--- config.mk ---
export PLATFORM = sky130hd
export DESIGN_NAME = script_token_lexer
export DESIGN_NICKNAME = d
export VERILOG_FILES = /design/src/rtl/core/stl_pkg.sv /design/src/rtl/core/script_token_lexer.sv /design/src/rtl/core/stl_scan.sv /design/src/rtl/core/stl_fifo.sv
export SDC_FILE = /design/constraint.sdc
export NUM_CORES = 1
export LEC_CHECK = 0
export BUFFER_PORTS_ARGS = -buffer_cell sky130_fd_sc_hd__buf_4
export CAP_MARGIN = 20
export CORE_MARGIN = 2
export CORE_UTILIZATION = 25
export CTS_BUF_LIST = sky130_fd_sc_hd__clkbuf_16
export DETAILED_ROUTE_END_ITERATION = 16
export HOLD_SLACK_MARGIN = 0.12
export PLACE_DENSITY_LB_ADDON = 0.3
export SLEW_MARGIN = 20
export SYNTH_ARGS = -nofsm -noshare
export SYNTH_HDL_FRONTEND = slang
export SYNTH_SLANG_ARGS = --single-unit
--- constraint.sdc ---
create_clock -name clock -period 5.6 [get_ports clock]
set_input_delay 1.12 -clock clock [delete_from_list [all_inputs] [get_ports clock]]
set_output_delay 1.12 -clock clock [all_outputs]
set_load 0.005 [all_outputs]
--- src/rtl/core/stl_pkg.sv ---
// ----------------------------------------------------------------------------
// stl_pkg: shared types and constants for the script token lexer
// Token kinds, scan modes, keyword table and output saturation helpers.
// ----------------------------------------------------------------------------
package stl_pkg;

   localparam int OUT_POS_BITS = 24;
   localparam int OUT_LEN_BITS = 16;
   localparam int WIDE_POS_BITS = 48;
   localparam int WIDE_LEN_BITS = 32;

   localparam int FIFO_DEPTH = 4;
   localparam int FIFO_PTR_BITS = $clog2(FIFO_DEPTH);
   localparam int FIFO_CNT_BITS = $clog2(FIFO_DEPTH + 1);

   // token kinds
   localparam logic [4:0] KIND_EOF      = 5'd0;
   localparam logic [4:0] KIND_NUMBER   = 5'd1;
   localparam logic [4:0] KIND_STRING   = 5'd2;
   localparam logic [4:0] KIND_IDENT    = 5'd3;
   localparam logic [4:0] KIND_KEYWORD0 = 5'd4;
   localparam logic [4:0] KIND_PLUS     = 5'd12;
   localparam logic [4:0] KIND_MINUS    = 5'd13;
   localparam logic [4:0] KIND_STAR     = 5'd14;
   localparam logic [4:0] KIND_SLASH    = 5'd15;
   localparam logic [4:0] KIND_LPAREN   = 5'd16;
   localparam logic [4:0] KIND_RPAREN   = 5'd17;
   localparam logic [4:0] KIND_LBRACE   = 5'd18;
   localparam logic [4:0] KIND_RBRACE   = 5'd19;
   localparam logic [4:0] KIND_SEMI     = 5'd20;
   localparam logic [4:0] KIND_COMMA    = 5'd21;
   localparam logic [4:0] KIND_ASSIGN   = 5'd22;
   localparam logic [4:0] KIND_EQEQ     = 5'd23;
   localparam logic [4:0] KIND_UNKNOWN  = 5'd24;

   typedef enum logic [2:0] {
      MODE_IDLE    = 3'd0,
      MODE_NUMBER  = 3'd1,
      MODE_IDENT   = 3'd2,
      MODE_STRING  = 3'd3,
      MODE_SLASH   = 3'd4,
      MODE_EQUALS  = 3'd5,
      MODE_COMMENT = 3'd6
   } mode_type;

   localparam int KW_COUNT = 8;

   localparam logic [7:0] KW_TEXT [KW_COUNT][8] = '{
      '{"v", "a", "r", 8'h00, 8'h00, 8'h00, 8'h00, 8'h00},
      '{"l", "e", "t", 8'h00, 8'h00, 8'h00, 8'h00, 8'h00},
      '{"c", "o", "n", "s", "t", 8'h00, 8'h00, 8'h00},
      '{"i", "f", 8'h00, 8'h00, 8'h00, 8'h00, 8'h00, 8'h00},
      '{"e", "l", "s", "e", 8'h00, 8'h00, 8'h00, 8'h00},
      '{"w", "h", "i", "l", "e", 8'h00, 8'h00, 8'h00},
      '{"f", "u", "n", "c", "t", "i", "o", "n"},
      '{"r", "e", "t", "u", "r", "n", 8'h00, 8'h00}
   };

   localparam logic [3:0] KW_LEN [KW_COUNT] = '{
      4'd3, 4'd3, 4'd5, 4'd2, 4'd4, 4'd5, 4'd8, 4'd6
   };

   typedef struct packed {
      logic [4:0]              kind;
      logic [OUT_POS_BITS-1:0] line;
      logic [OUT_POS_BITS-1:0] start;
      logic [OUT_LEN_BITS-1:0] length;
      logic                    last;
   } token_type;

   typedef struct packed {
      logic      v0;
      logic      v1;
      token_type e0;
      token_type e1;
   } push_type;

   function automatic logic [OUT_POS_BITS-1:0] sat_pos(input logic [WIDE_POS_BITS-1:0] v);
      logic [OUT_POS_BITS-1:0] r;
      r = (|v[WIDE_POS_BITS-1:OUT_POS_BITS]) ? '1 : v[OUT_POS_BITS-1:0];
      return r;
   endfunction

   function automatic logic [OUT_LEN_BITS-1:0] sat_len(input logic [WIDE_LEN_BITS-1:0] v);
      logic [OUT_LEN_BITS-1:0] r;
      r = (|v[WIDE_LEN_BITS-1:OUT_LEN_BITS]) ? '1 : v[OUT_LEN_BITS-1:0];
      return r;
   endfunction

endpackage

--- src/rtl/core/script_token_lexer.sv ---
// ----------------------------------------------------------------------------
// script_token_lexer: streaming tokenizer for a small script language
// Tokens of an accepted byte are registered in the token queue for rsp.
// Throughput: one source byte per cycle while req_tready is high; rsp moves
// one token per cycle while rsp_tready is high, through a four-entry queue.
// req_tready drops while the queue has fewer than two free entries.
// Reset: synchronous; scanner returns to idle at line 1, offset 0, queue empty.
// ----------------------------------------------------------------------------
module script_token_lexer
   import stl_pkg::*;
#(
   parameter int POSITION_BITS = 24,
   parameter int LENGTH_BITS   = 16
) (
   input  logic        clock,
   input  logic        reset,
   input  logic        req_tvalid,
   output logic        req_tready,
   input  logic [7:0]  req_tdata,   // [7:0] source_byte
   output logic        rsp_tvalid,
   input  logic        rsp_tready,
   output logic [71:0] rsp_tdata,   // [4:0] token_kind, [28:5] token_line,
                                    // [52:29] token_start, [68:53] token_length
   output logic        rsp_tlast    // last_of_run
);

   push_type  push;
   token_type head;
   logic      room_for_two;
   logic      step;

   assign req_tready = room_for_two;
   assign step       = req_tvalid && req_tready;

   stl_scan #(
      .POSITION_BITS (POSITION_BITS),
      .LENGTH_BITS   (LENGTH_BITS)
   ) u_scan (
      .clock   (clock),
      .reset   (reset),
      .step    (step),
      .byte_in (req_tdata),
      .push    (push)
   );

   stl_fifo u_fifo (
      .clock        (clock),
      .reset        (reset),
      .push         (push),
      .room_for_two (room_for_two),
      .out_valid    (rsp_tvalid),
      .out_ready    (rsp_tready),
      .out_token    (head)
   );

   assign rsp_tdata = {3'b000, head.length, head.start, head.line, head.kind};
   assign rsp_tlast = head.last;

endmodule

--- src/rtl/core/stl_scan.sv ---
// ----------------------------------------------------------------------------
// stl_scan: per-byte scanner
// Holds the lexer state and turns one source byte into up to two tokens.
// ----------------------------------------------------------------------------
module stl_scan
   import stl_pkg::*;
#(
   parameter int POSITION_BITS = 24,
   parameter int LENGTH_BITS   = 16
) (
   input  logic       clock,
   input  logic       reset,
   input  logic       step,
   input  logic [7:0] byte_in,
   output push_type   push
);

   mode_type                 mode_ff, mode_in;
   logic                     quote_ff, quote_in;
   logic [POSITION_BITS-1:0] pos_ff, pos_in;
   logic [POSITION_BITS-1:0] line_ff, line_in;
   logic [POSITION_BITS-1:0] pstart_ff, pstart_in;
   logic [POSITION_BITS-1:0] pline_ff, pline_in;
   logic [LENGTH_BITS-1:0]   plen_ff, plen_in;
   logic [KW_COUNT-1:0]      cand_ff, cand_in;

   logic [POSITION_BITS-1:0] pos_inc, line_inc;
   logic [LENGTH_BITS-1:0]   plen_inc;
   logic [KW_COUNT-1:0]      cont_cand, new_cand;
   logic [4:0]               ident_kind;
   logic                     byte_digit, byte_letter, byte_blank, is_nl, close_quote;
   logic                     flushable, fa, fb, do_idle;
   token_type                tok_a, tok_b;

   assign pos_inc  = (&pos_ff) ? pos_ff : pos_ff + 1'b1;
   assign line_inc = (&line_ff) ? line_ff : line_ff + 1'b1;
   assign plen_inc = (&plen_ff) ? plen_ff : plen_ff + 1'b1;

   assign byte_digit  = (byte_in >= "0") && (byte_in <= "9");
   assign byte_letter = ((byte_in >= "a") && (byte_in <= "z")) ||
                        ((byte_in >= "A") && (byte_in <= "Z")) || (byte_in == "_");
   assign is_nl       = (byte_in == 8'h0a);
   assign byte_blank  = (byte_in == " ") || (byte_in == 8'h09) || (byte_in == 8'h0d) ||
                        is_nl;
   assign close_quote = quote_ff ? (byte_in == "'") : (byte_in == "\"");

   assign flushable = (mode_ff == MODE_NUMBER) || (mode_ff == MODE_IDENT) ||
                      (mode_ff == MODE_STRING) || (mode_ff == MODE_SLASH) ||
                      (mode_ff == MODE_EQUALS);

   // keyword candidate narrowing, one lane per keyword
   always_comb begin
      for (int k = 0; k < KW_COUNT; k++) begin
         cont_cand[k] = cand_ff[k] && (plen_ff < LENGTH_BITS'(8)) &&
                        (plen_ff < LENGTH_BITS'(KW_LEN[k])) &&
                        (KW_TEXT[k][plen_ff[2:0]] == byte_in);
         new_cand[k]  = (KW_TEXT[k][0] == byte_in);
      end
   end

   // lowest matching keyword wins
   always_comb begin
      ident_kind = KIND_IDENT;
      for (int k = KW_COUNT - 1; k >= 0; k--) begin
         if (cand_ff[k] && (plen_ff == LENGTH_BITS'(KW_LEN[k]))) begin
            ident_kind = KIND_KEYWORD0 + 5'(k);
         end
      end
   end

   // token held pending, flushed by this byte
   always_comb begin
      tok_a.line  = sat_pos(WIDE_POS_BITS'(pline_ff));
      tok_a.start = sat_pos(WIDE_POS_BITS'(pstart_ff));
      tok_a.last  = 1'b0;
      unique case (mode_ff)
         MODE_NUMBER: begin
            tok_a.kind   = KIND_NUMBER;
            tok_a.length = sat_len(WIDE_LEN_BITS'(plen_ff));
         end
         MODE_IDENT: begin
            tok_a.kind   = ident_kind;
            tok_a.length = sat_len(WIDE_LEN_BITS'(plen_ff));
         end
         MODE_STRING: begin
            tok_a.kind   = KIND_STRING;
            tok_a.length = sat_len(WIDE_LEN_BITS'(plen_ff));
         end
         MODE_SLASH: begin
            tok_a.kind   = KIND_SLASH;
            tok_a.length = OUT_LEN_BITS'(1);
         end
         default: begin
            tok_a.kind   = KIND_ASSIGN;
            tok_a.length = OUT_LEN_BITS'(1);
         end
      endcase
   end

   always_comb begin
      mode_in   = mode_ff;
      quote_in  = quote_ff;
      pos_in    = pos_inc;
      line_in   = line_ff;
      pstart_in = pstart_ff;
      pline_in  = pline_ff;
      plen_in   = plen_ff;
      cand_in   = cand_ff;
      fa        = 1'b0;
      fb        = 1'b0;
      do_idle   = 1'b0;
      tok_b.kind   = KIND_UNKNOWN;
      tok_b.line   = sat_pos(WIDE_POS_BITS'(line_ff));
      tok_b.start  = sat_pos(WIDE_POS_BITS'(pos_ff));
      tok_b.length = OUT_LEN_BITS'(1);
      tok_b.last   = 1'b1;

      if (byte_in == 8'h00) begin
         // end of source: flush, emit EOF, return to reset state
         fa           = flushable;
         fb           = 1'b1;
         tok_b.kind   = KIND_EOF;
         tok_b.length = '0;
         mode_in   = MODE_IDLE;
         quote_in  = 1'b0;
         pos_in    = '0;
         line_in   = POSITION_BITS'(1);
         pstart_in = '0;
         pline_in  = POSITION_BITS'(1);
         plen_in   = '0;
         cand_in   = '1;
      end else begin
         unique case (mode_ff)
            MODE_STRING: begin
               if (close_quote) begin
                  fa      = 1'b1;
                  mode_in = MODE_IDLE;
               end else begin
                  plen_in = plen_inc;
               end
            end
            MODE_COMMENT: begin
               if (is_nl) begin
                  line_in = line_inc;
                  mode_in = MODE_IDLE;
               end
            end
            MODE_NUMBER: begin
               if (byte_digit) begin
                  plen_in = plen_inc;
               end else begin
                  fa      = 1'b1;
                  do_idle = 1'b1;
               end
            end
            MODE_IDENT: begin
               if (byte_letter || byte_digit) begin
                  cand_in = cont_cand;
                  plen_in = plen_inc;
               end else begin
                  fa      = 1'b1;
                  do_idle = 1'b1;
               end
            end
            MODE_SLASH: begin
               if (byte_in == "/") begin
                  mode_in = MODE_COMMENT;
               end else begin
                  fa      = 1'b1;
                  do_idle = 1'b1;
               end
            end
            MODE_EQUALS: begin
               if (byte_in == "=") begin
                  fb           = 1'b1;
                  tok_b.kind   = KIND_EQEQ;
                  tok_b.line   = sat_pos(WIDE_POS_BITS'(pline_ff));
                  tok_b.start  = sat_pos(WIDE_POS_BITS'(pstart_ff));
                  tok_b.length = OUT_LEN_BITS'(2);
                  mode_in      = MODE_IDLE;
               end else begin
                  fa      = 1'b1;
                  do_idle = 1'b1;
               end
            end
            default: begin
               do_idle = 1'b1;
            end
         endcase

         if (do_idle) begin
            mode_in = MODE_IDLE;
            priority if (byte_blank) begin
               if (is_nl) begin
                  line_in = line_inc;
               end
            end else if (byte_digit) begin
               mode_in   = MODE_NUMBER;
               pstart_in = pos_ff;
               pline_in  = line_ff;
               plen_in   = LENGTH_BITS'(1);
            end else if ((byte_in == "\"") || (byte_in == "'")) begin
               quote_in  = (byte_in == "'");
               mode_in   = MODE_STRING;
               pstart_in = pos_inc;
               pline_in  = line_ff;
               plen_in   = '0;
            end else if (byte_letter) begin
               mode_in   = MODE_IDENT;
               pstart_in = pos_ff;
               pline_in  = line_ff;
               plen_in   = LENGTH_BITS'(1);
               cand_in   = new_cand;
            end else if (byte_in == "/") begin
               mode_in   = MODE_SLASH;
               pstart_in = pos_ff;
               pline_in  = line_ff;
               plen_in   = LENGTH_BITS'(1);
            end else if (byte_in == "=") begin
               mode_in   = MODE_EQUALS;
               pstart_in = pos_ff;
               pline_in  = line_ff;
               plen_in   = LENGTH_BITS'(1);
            end else begin
               fb = 1'b1;
               unique case (byte_in)
                  "+":     tok_b.kind = KIND_PLUS;
                  "-":     tok_b.kind = KIND_MINUS;
                  "*":     tok_b.kind = KIND_STAR;
                  "(":     tok_b.kind = KIND_LPAREN;
                  ")":     tok_b.kind = KIND_RPAREN;
                  "{":     tok_b.kind = KIND_LBRACE;
                  "}":     tok_b.kind = KIND_RBRACE;
                  ";":     tok_b.kind = KIND_SEMI;
                  ",":     tok_b.kind = KIND_COMMA;
                  default: tok_b.kind = KIND_UNKNOWN;
               endcase
            end
         end
      end
   end

   // compact the two slots; the final token of the byte carries last
   always_comb begin
      push.v0      = step && (fa || fb);
      push.v1      = step && fa && fb;
      push.e0      = fa ? tok_a : tok_b;
      push.e0.last = fa ? !fb : 1'b1;
      push.e1      = tok_b;
   end

   always_ff @(posedge clock) begin
      if (reset) begin
         mode_ff   <= MODE_IDLE;
         quote_ff  <= 1'b0;
         pos_ff    <= '0;
         line_ff   <= POSITION_BITS'(1);
         pstart_ff <= '0;
         pline_ff  <= POSITION_BITS'(1);
         plen_ff   <= '0;
         cand_ff   <= '1;
      end else if (step) begin
         mode_ff   <= mode_in;
         quote_ff  <= quote_in;
         pos_ff    <= pos_in;
         line_ff   <= line_in;
         pstart_ff <= pstart_in;
         pline_ff  <= pline_in;
         plen_ff   <= plen_in;
         cand_ff   <= cand_in;
      end
   end

endmodule

--- src/rtl/core/stl_fifo.sv ---
// ----------------------------------------------------------------------------
// stl_fifo: token result queue
// Takes up to two tokens a cycle; gives one a cycle while out_ready is high.
// ----------------------------------------------------------------------------
module stl_fifo
   import stl_pkg::*;
(
   input  logic      clock,
   input  logic      reset,
   input  push_type  push,
   output logic      room_for_two,
   output logic      out_valid,
   input  logic      out_ready,
   output token_type out_token
);

   token_type                slot_ff [FIFO_DEPTH];
   logic [FIFO_PTR_BITS-1:0] wr_ptr_ff, wr_ptr_in;
   logic [FIFO_PTR_BITS-1:0] rd_ptr_ff, rd_ptr_in;
   logic [FIFO_CNT_BITS-1:0] count_ff, count_in;
   logic [FIFO_PTR_BITS-1:0] wr_next;
   logic                     pop;
   logic [FIFO_CNT_BITS-1:0] n_push;

   assign out_valid    = (count_ff != '0);
   assign out_token    = slot_ff[rd_ptr_ff];
   assign room_for_two = (count_ff <= FIFO_CNT_BITS'(FIFO_DEPTH - 2));
   assign pop          = out_valid && out_ready;
   assign wr_next      = wr_ptr_ff + 1'b1;
   assign n_push       = FIFO_CNT_BITS'(push.v0) + FIFO_CNT_BITS'(push.v1);

   always_comb begin
      wr_ptr_in = wr_ptr_ff + FIFO_PTR_BITS'(n_push);
      rd_ptr_in = rd_ptr_ff + FIFO_PTR_BITS'(pop);
      count_in  = count_ff + n_push - FIFO_CNT_BITS'(pop);
   end

   always_ff @(posedge clock) begin
      if (push.v0) begin
         slot_ff[wr_ptr_ff] <= push.e0;
      end
      if (push.v1) begin
         slot_ff[wr_next] <= push.e1;
      end
   end

   always_ff @(posedge clock) begin
      if (reset) begin
         wr_ptr_ff <= '0;
         rd_ptr_ff <= '0;
         count_ff  <= '0;
      end else begin
         wr_ptr_ff <= wr_ptr_in;
         rd_ptr_ff <= rd_ptr_in;
         count_ff  <= count_in;
      end
   end

   a_count_bound: assert property (@(posedge clock) disable iff (reset)
      count_ff <= FIFO_CNT_BITS'(FIFO_DEPTH))
      else $error("token queue count beyond depth");

   a_pair_fits: assert property (@(posedge clock) disable iff (reset)
      push.v1 |-> (count_ff - FIFO_CNT_BITS'(pop)) <= FIFO_CNT_BITS'(FIFO_DEPTH - 2))
      else $error("token pair pushed without room");

   a_second_needs_first: assert property (@(posedge clock) disable iff (reset)
      push.v1 |-> push.v0)
      else $error("second token slot used without the first");

   a_drain: assert property (@(posedge clock) disable iff (reset)
      (pop && !push.v0) |=> count_ff == $past(count_ff) - 1'b1)
      else $error("token queue count did not drop on pop");

endmodule

After elaboration in Yosys (flattened, before gate mapping)
Memories as Yosys holds them, arrays and structs flattened. A register that Yosys moved wholly into a read port is not among the register bits. Index checks and enable logic that the tools add are counted. W data, S select, Z words.

Bits in read-only memories: 512. Word-level logic and storage cells: 293. Bits in writable memories: 280. Bits of input ports: 12. Output and inout port bits: 75. Register bits: 131. Memories: 9.

Reductions and logical operators: 67. Magnitude comparators: 14. Muxes and demuxes: 130. Equality and inequality tests: 52. $add $sub $neg: 9. Bitwise operators: 1.

Memory list: u_fifo.slot_ff (depth 4, width 70, read ports 1, clocked after memory_dff 1, wr ports 2, RTL line stl_fifo.sv:17) `token_type slot_ff [FIFO_DEPTH];`; (no name shown) (depth 8, width 8, read ports 1, clocked after memory_dff 0, wr ports 0, RTL line stl_scan.sv:56) `(KW_TEXT[k][plen_ff[2:0]] == byte_in);`; (no name shown) (depth 8, width 8, read ports 1, clocked after memory_dff 0, wr ports 0, RTL line stl_scan.sv:56); (no name shown) (depth 8, width 8, read ports 1, clocked after memory_dff 0, wr ports 0, RTL line stl_scan.sv:56); (no name shown) (depth 8, width 8, read ports 1, clocked after memory_dff 0, wr ports 0, RTL line stl_scan.sv:56); (no name shown) (depth 8, width 8, read ports 1, clocked after memory_dff 0, wr ports 0, RTL line stl_scan.sv:56); 3 more memories.

Operators with widths (number): $mux W24 (25); $mux W16 (14); $mux W8 (24); $eq A8 B6 Y1 const B (12); $mux W70 (1); $mux W69 (1); $mux W68 (1); $eq A7 B8 Y1 const A (8); $eq A8 B8 Y1 (8); $add A24 B1 Y24 const B (2); $eq A16 B3 Y1 const B (3); $lt A16 B3 Y1 const B (3); $mux W48 (1); $pmux W16 S3 (1); $reduce_and A24 Y1 (2); $pmux W5 S9 (1); $logic_and A1 B1 Y1 (40); $mux W5 (8); $mux W3 (12); $eq A16 B2 Y1 const B (2); $lt A16 B2 Y1 const B (2); $mux W4 (8); $mux W1 (28); $eq A8 B4 Y1 const B (3); other kinds (40) (63).

Logic depth before layout (Yosys ltp)
Depth after elaboration: 16. Gate-level depth with buffers: 17. Gate-level depth less buffers: 14.

Hierarchy
A second synthesis with hierarchy kept.

Cell total of the unflattened synthesis: 1955. Area total of the unflattened synthesis: 23042.1 um^2.

By module, submodules not included: stl_fifo (instances 1, seq. area each 8548.2 um^2, area each 13867.0 um^2, cells each 720); stl_scan (instances 1, seq. area each 2482.4 um^2, area each 9142.5 um^2, cells each 1230); script_token_lexer (instances 1, seq. area each 0.0 um^2, area each 32.5 um^2, cells each 5).

Worst setup path before layout
OpenSTA, ideal clock, no wires.

Path type: input-to-reg. From: in req_tdata[7]. To: mem u_fifo.slot_ff[3][17] (netlist name), enable pin. Library setup time: 0.636 ns. Stages on the path: 10. Buffers on the path: 3. Required time: 4.964 ns. Path slack: 0.943 ns. Arrival time: 4.022 ns. Cells stage by stage: buf_2 > or4b_1 > buf_2 > o41ai_2 > a211o_2 > a21oi_4 > a211oi_4 > or2_2 > buf_4 > nand2_1.

RTL lines: start, declared (RTL line script_token_lexer.sv:19) `input logic [7:0] req_tdata,`; end, declared (RTL line stl_fifo.sv:17).

==> summary.txt <==
# hold bufs at CTS = 0
setup bufs post-CTS = 0
H-tree levels = 2
total power = 8.51 mW
vias in the first global route = 16600
met3 usage = 2.19%
post-synth cell types = 96
Slew Viols, Final = 0
crit-path cells = buf_4, o21ai_0, a221oi_2, o31ai_4, a21oi_4, a211oi_4, buf_4, or2_2, nor2_4, buf_4, a22o_1
TritonCTS clock tree = done
GRT Total Usage = 15.1%
Hold Crit Class = reg -> reg
vias post-DR = 16800
Nets = 2042
ys async rst share = 0%
Fin Clk Skew = 0.0257 ns
die width = 297 µm
Syn Area/Cell = 10.6 µm²
die height = 297 µm
crit path max fanout = 34
Reg clk slew, reported paths = 0.06 ns
first-pass GRT wire length = 104000 µm
total of max-cap violations = 0
VDD IR-drop max = 0.000226 V
crit path launch type = primary input
WHS Path Cells = 2
Syn. warnings = 0
DRC Markers = 0
static leakage = 7.75 nW
post-route non-filler standard cell count = 3196
Mapped Area = 21400 µm²
I/O pins = 87
Slew @ Worst Pin = 1.07 ns
Final Setup Violations = 0
ANT nets after route = 0
Pwr Density = 346 nW/µm²
grt ovf = 0
CTS resizes = 0
Routed WL = 68800 µm
run status = finished clean
HPWL after detailed placement = 43100 µm
final worst-path cycle share = 79.7%
largest net degree at the start of global routing = 60
Worst R2R Start = u_scan.mode_ff[0]$_SDFFE_PP0P_
Synth Register Bits = 411
Fmax = 224 MHz
drt wl/cell = 21.5 µm
clk_lat worst skew = 0.59 ns
pre-CTS WS = 0.607 ns
R2R cell count = 10
hold endpoint = u_fifo.slot_ff[2][0]$_SDFFE_PP1P_
final setup margin = 1.13 ns
worst path arrival time = 4.91 ns
WP data required = 6.05 ns
number of synthesized flops with an enable pin = 220
initial antenna violation count = 0
worst reg2reg path endpoint = u_fifo.slot_ff[0][48]$_DFFE_PP_
post-route minimum period = 4.47 ns
Fin. Hold Viols = 0
Max clock buf depth = 3
crit path max-delay cell type = buf_4
CTS sink count = 411
share of cells above drive strength 1 = 16.1%
effective utilization at floorplan = 25.2%
Seq/Total Area, Yosys = 48.7%
clk root buf = clkbuf_16
RePlAce Congestion = 0.860
die area = 88000 µm²
grt peak-use layer = met2
unrepaired setup endpoints after global routing = false
met1 usage = 20.6%
core footprint = 85000 µm²
Synth Flop Type = edfxtp_1
Layout Area Growth over Synthesis = 15.0%
Site Rows = 107
Port Buffers = 83
Iter 0 DRT Violations = 1434
DR pass1 iterations = 6
Cells after DPL = 3107
setup TNS = 0 ns
Worst setup EP type = flop
met2 Use GR = 25.0%
synthesized instance count = 2030
most used cell, CP = buf_4
CTS buffer count = 48
r2r setup slk = 1.30 ns
drt via density = 5.25
Hold Crit Start = u_fifo.slot_ff[2][0]$_SDFFE_PP1P_
kind of critical path = in -> reg
relative slew slack = 28.4%
Max stage delay on crit path = 0.58 ns
final cells by class:
cell class / instances / area (µm²)
antenna: 1 / 2.50
timing repair buffer: 132 / 1090
clock buffer: 49 / 1230
sequential: 411 / 10400
multi-input combinational: 1397 / 10000
tap: 1144 / 1430
inverter: 24 / 90.1
clock inverter: 38 / 307
fill: 8805 / 60400
Yosys cell counts (24+ instances only):
master | instances | area share, %
mux4_2 | 70 | 7.4
edfxtp_1 | 220 | 31
o2bb2ai_1 | 71 | 2.9
o22ai_1 | 32 | 0.93
a22o_1 | 104 | 4.3
buf_2 | 48 | 1.1
mux2i_1 | 51 | 2.4
nand3_1 | 82 | 1.9
or3_1 | 24 | 0.70
nand2_1 | 137 | 2.4
xor2_1 | 32 | 1.3
dfxtp_1 | 191 | 18
clkbuf_1 | 114 | 2.0
nor2_1 | 207 | 3.6
a21oi_1 | 84 | 2.0
nor3_1 | 49 | 1.1
o21ai_0 | 126 | 2.9
worst max path at each step:
| stage | from | endpoint | slack [ns] |
|---|---|---|---|
| finish | req_tdata[2] | u_fifo.slot_ff[0][48]$_DFFE_PP_ | 1.13 |
| global route | req_tdata[2] | u_fifo.slot_ff[0][46]$_DFFE_PP_ | 0.99 |
| CTS | req_tdata[2] | u_fifo.slot_ff[0][48]$_DFFE_PP_ | 1.22 |
| detailed placement | req_tdata[2] | u_fifo.slot_ff[0][48]$_DFFE_PP_ | 0.61 |
| global placement | req_tdata[3] | u_fifo.slot_ff[0][47]$_DFFE_PP_ | 0.74 |
| floorplan | req_tdata[7] | u_fifo.slot_ff[3][17]$_DFFE_PP_ | 0.94 |
power by group:
group	switching [mW]	internal, mW	total, mW	leakage [nW]
clock	1.30	1.81	3.11	0.786
sequential	0.194	3.38	3.58	3.56
combinational	1.03	0.794	1.82	3.40
total	2.52	5.99	8.51	7.75
logic make-up after synthesis:
group                    share of synthesized area (%)
XOR/XNOR                                          1.88
adder cells (fa/ha/maj)                          0.970
multiplexers                                      9.74
AO/OA/AOI/OAI                                     19.0
other                                           0.0175
flip-flops                                        48.7
AND/OR/NAND/NOR                                   15.0
buffers and inverters                             4.71
placed cells by master, fill, tap and decap left out, drive strengths merged, types with 5 or more instances in the layout:
cell type    n
ha          15
o22ai       32
edfxtp     220
nor2       211
o2bb2ai     80
xnor2       14
a21oi       87
a31oi        6
a211oi      22
dfxtp      191
inv         37
mux4        70
a22o       104
and3        18
xor2        32
nor4        16
nand2      138
o21ai      132
nor3        50
and2        15
or3         24
clkbuf      49
o31ai        5
and4        15
nor2b       14
a22oi       14
nand2b       9
buf        132
or4          7
o211ai      14
nor3b        5
nand4       23
o21a        20
bufinv       5
or2          7
clkinv      19
nand3       83
mux2i       51
per-layer routing:
metal / share of wire [%] / up-vias
li1: - / 7677
met1: 45 / 8454
met2: 47 / 545
met3: 5.5 / 91
met4: 2.1 / 0
met5: 0 / -
metrics by stage:
step	util [%]	instance area [µm²]	hold WS, ns
CTS	28.9	24600	0.453
floorplan	-	21400	0.421
global placement	27.1	23100	0.431
global route	29.0	24600	0.472
finish	29.0	24600	0.450
detailed placement	27.1	23100	0.445
critical path, delay by kind of cell:
family                 cells  cell delay (ns)
AOI/OAI and AO/OA          6             1.69
buffers and inverters      3             1.12
and+or+nand+nor            2             0.93
flip-flops by register name, summed over array words and instances (netlist names):
signal and flops:
u_fifo.slot_ff 280, u_scan.line_ff 24, u_scan.pline_ff 24, u_scan.pos_ff 24, u_scan.pstart_ff 24, u_scan.plen_ff 16
u_scan.cand_ff 8, u_fifo.count_ff 3, u_scan.mode_ff 3, u_fifo.rd_ptr_ff 2, u_fifo.wr_ptr_ff 2, u_scan.quote_ff 1
Note: power is estimated with default switching activity, not from simulation.
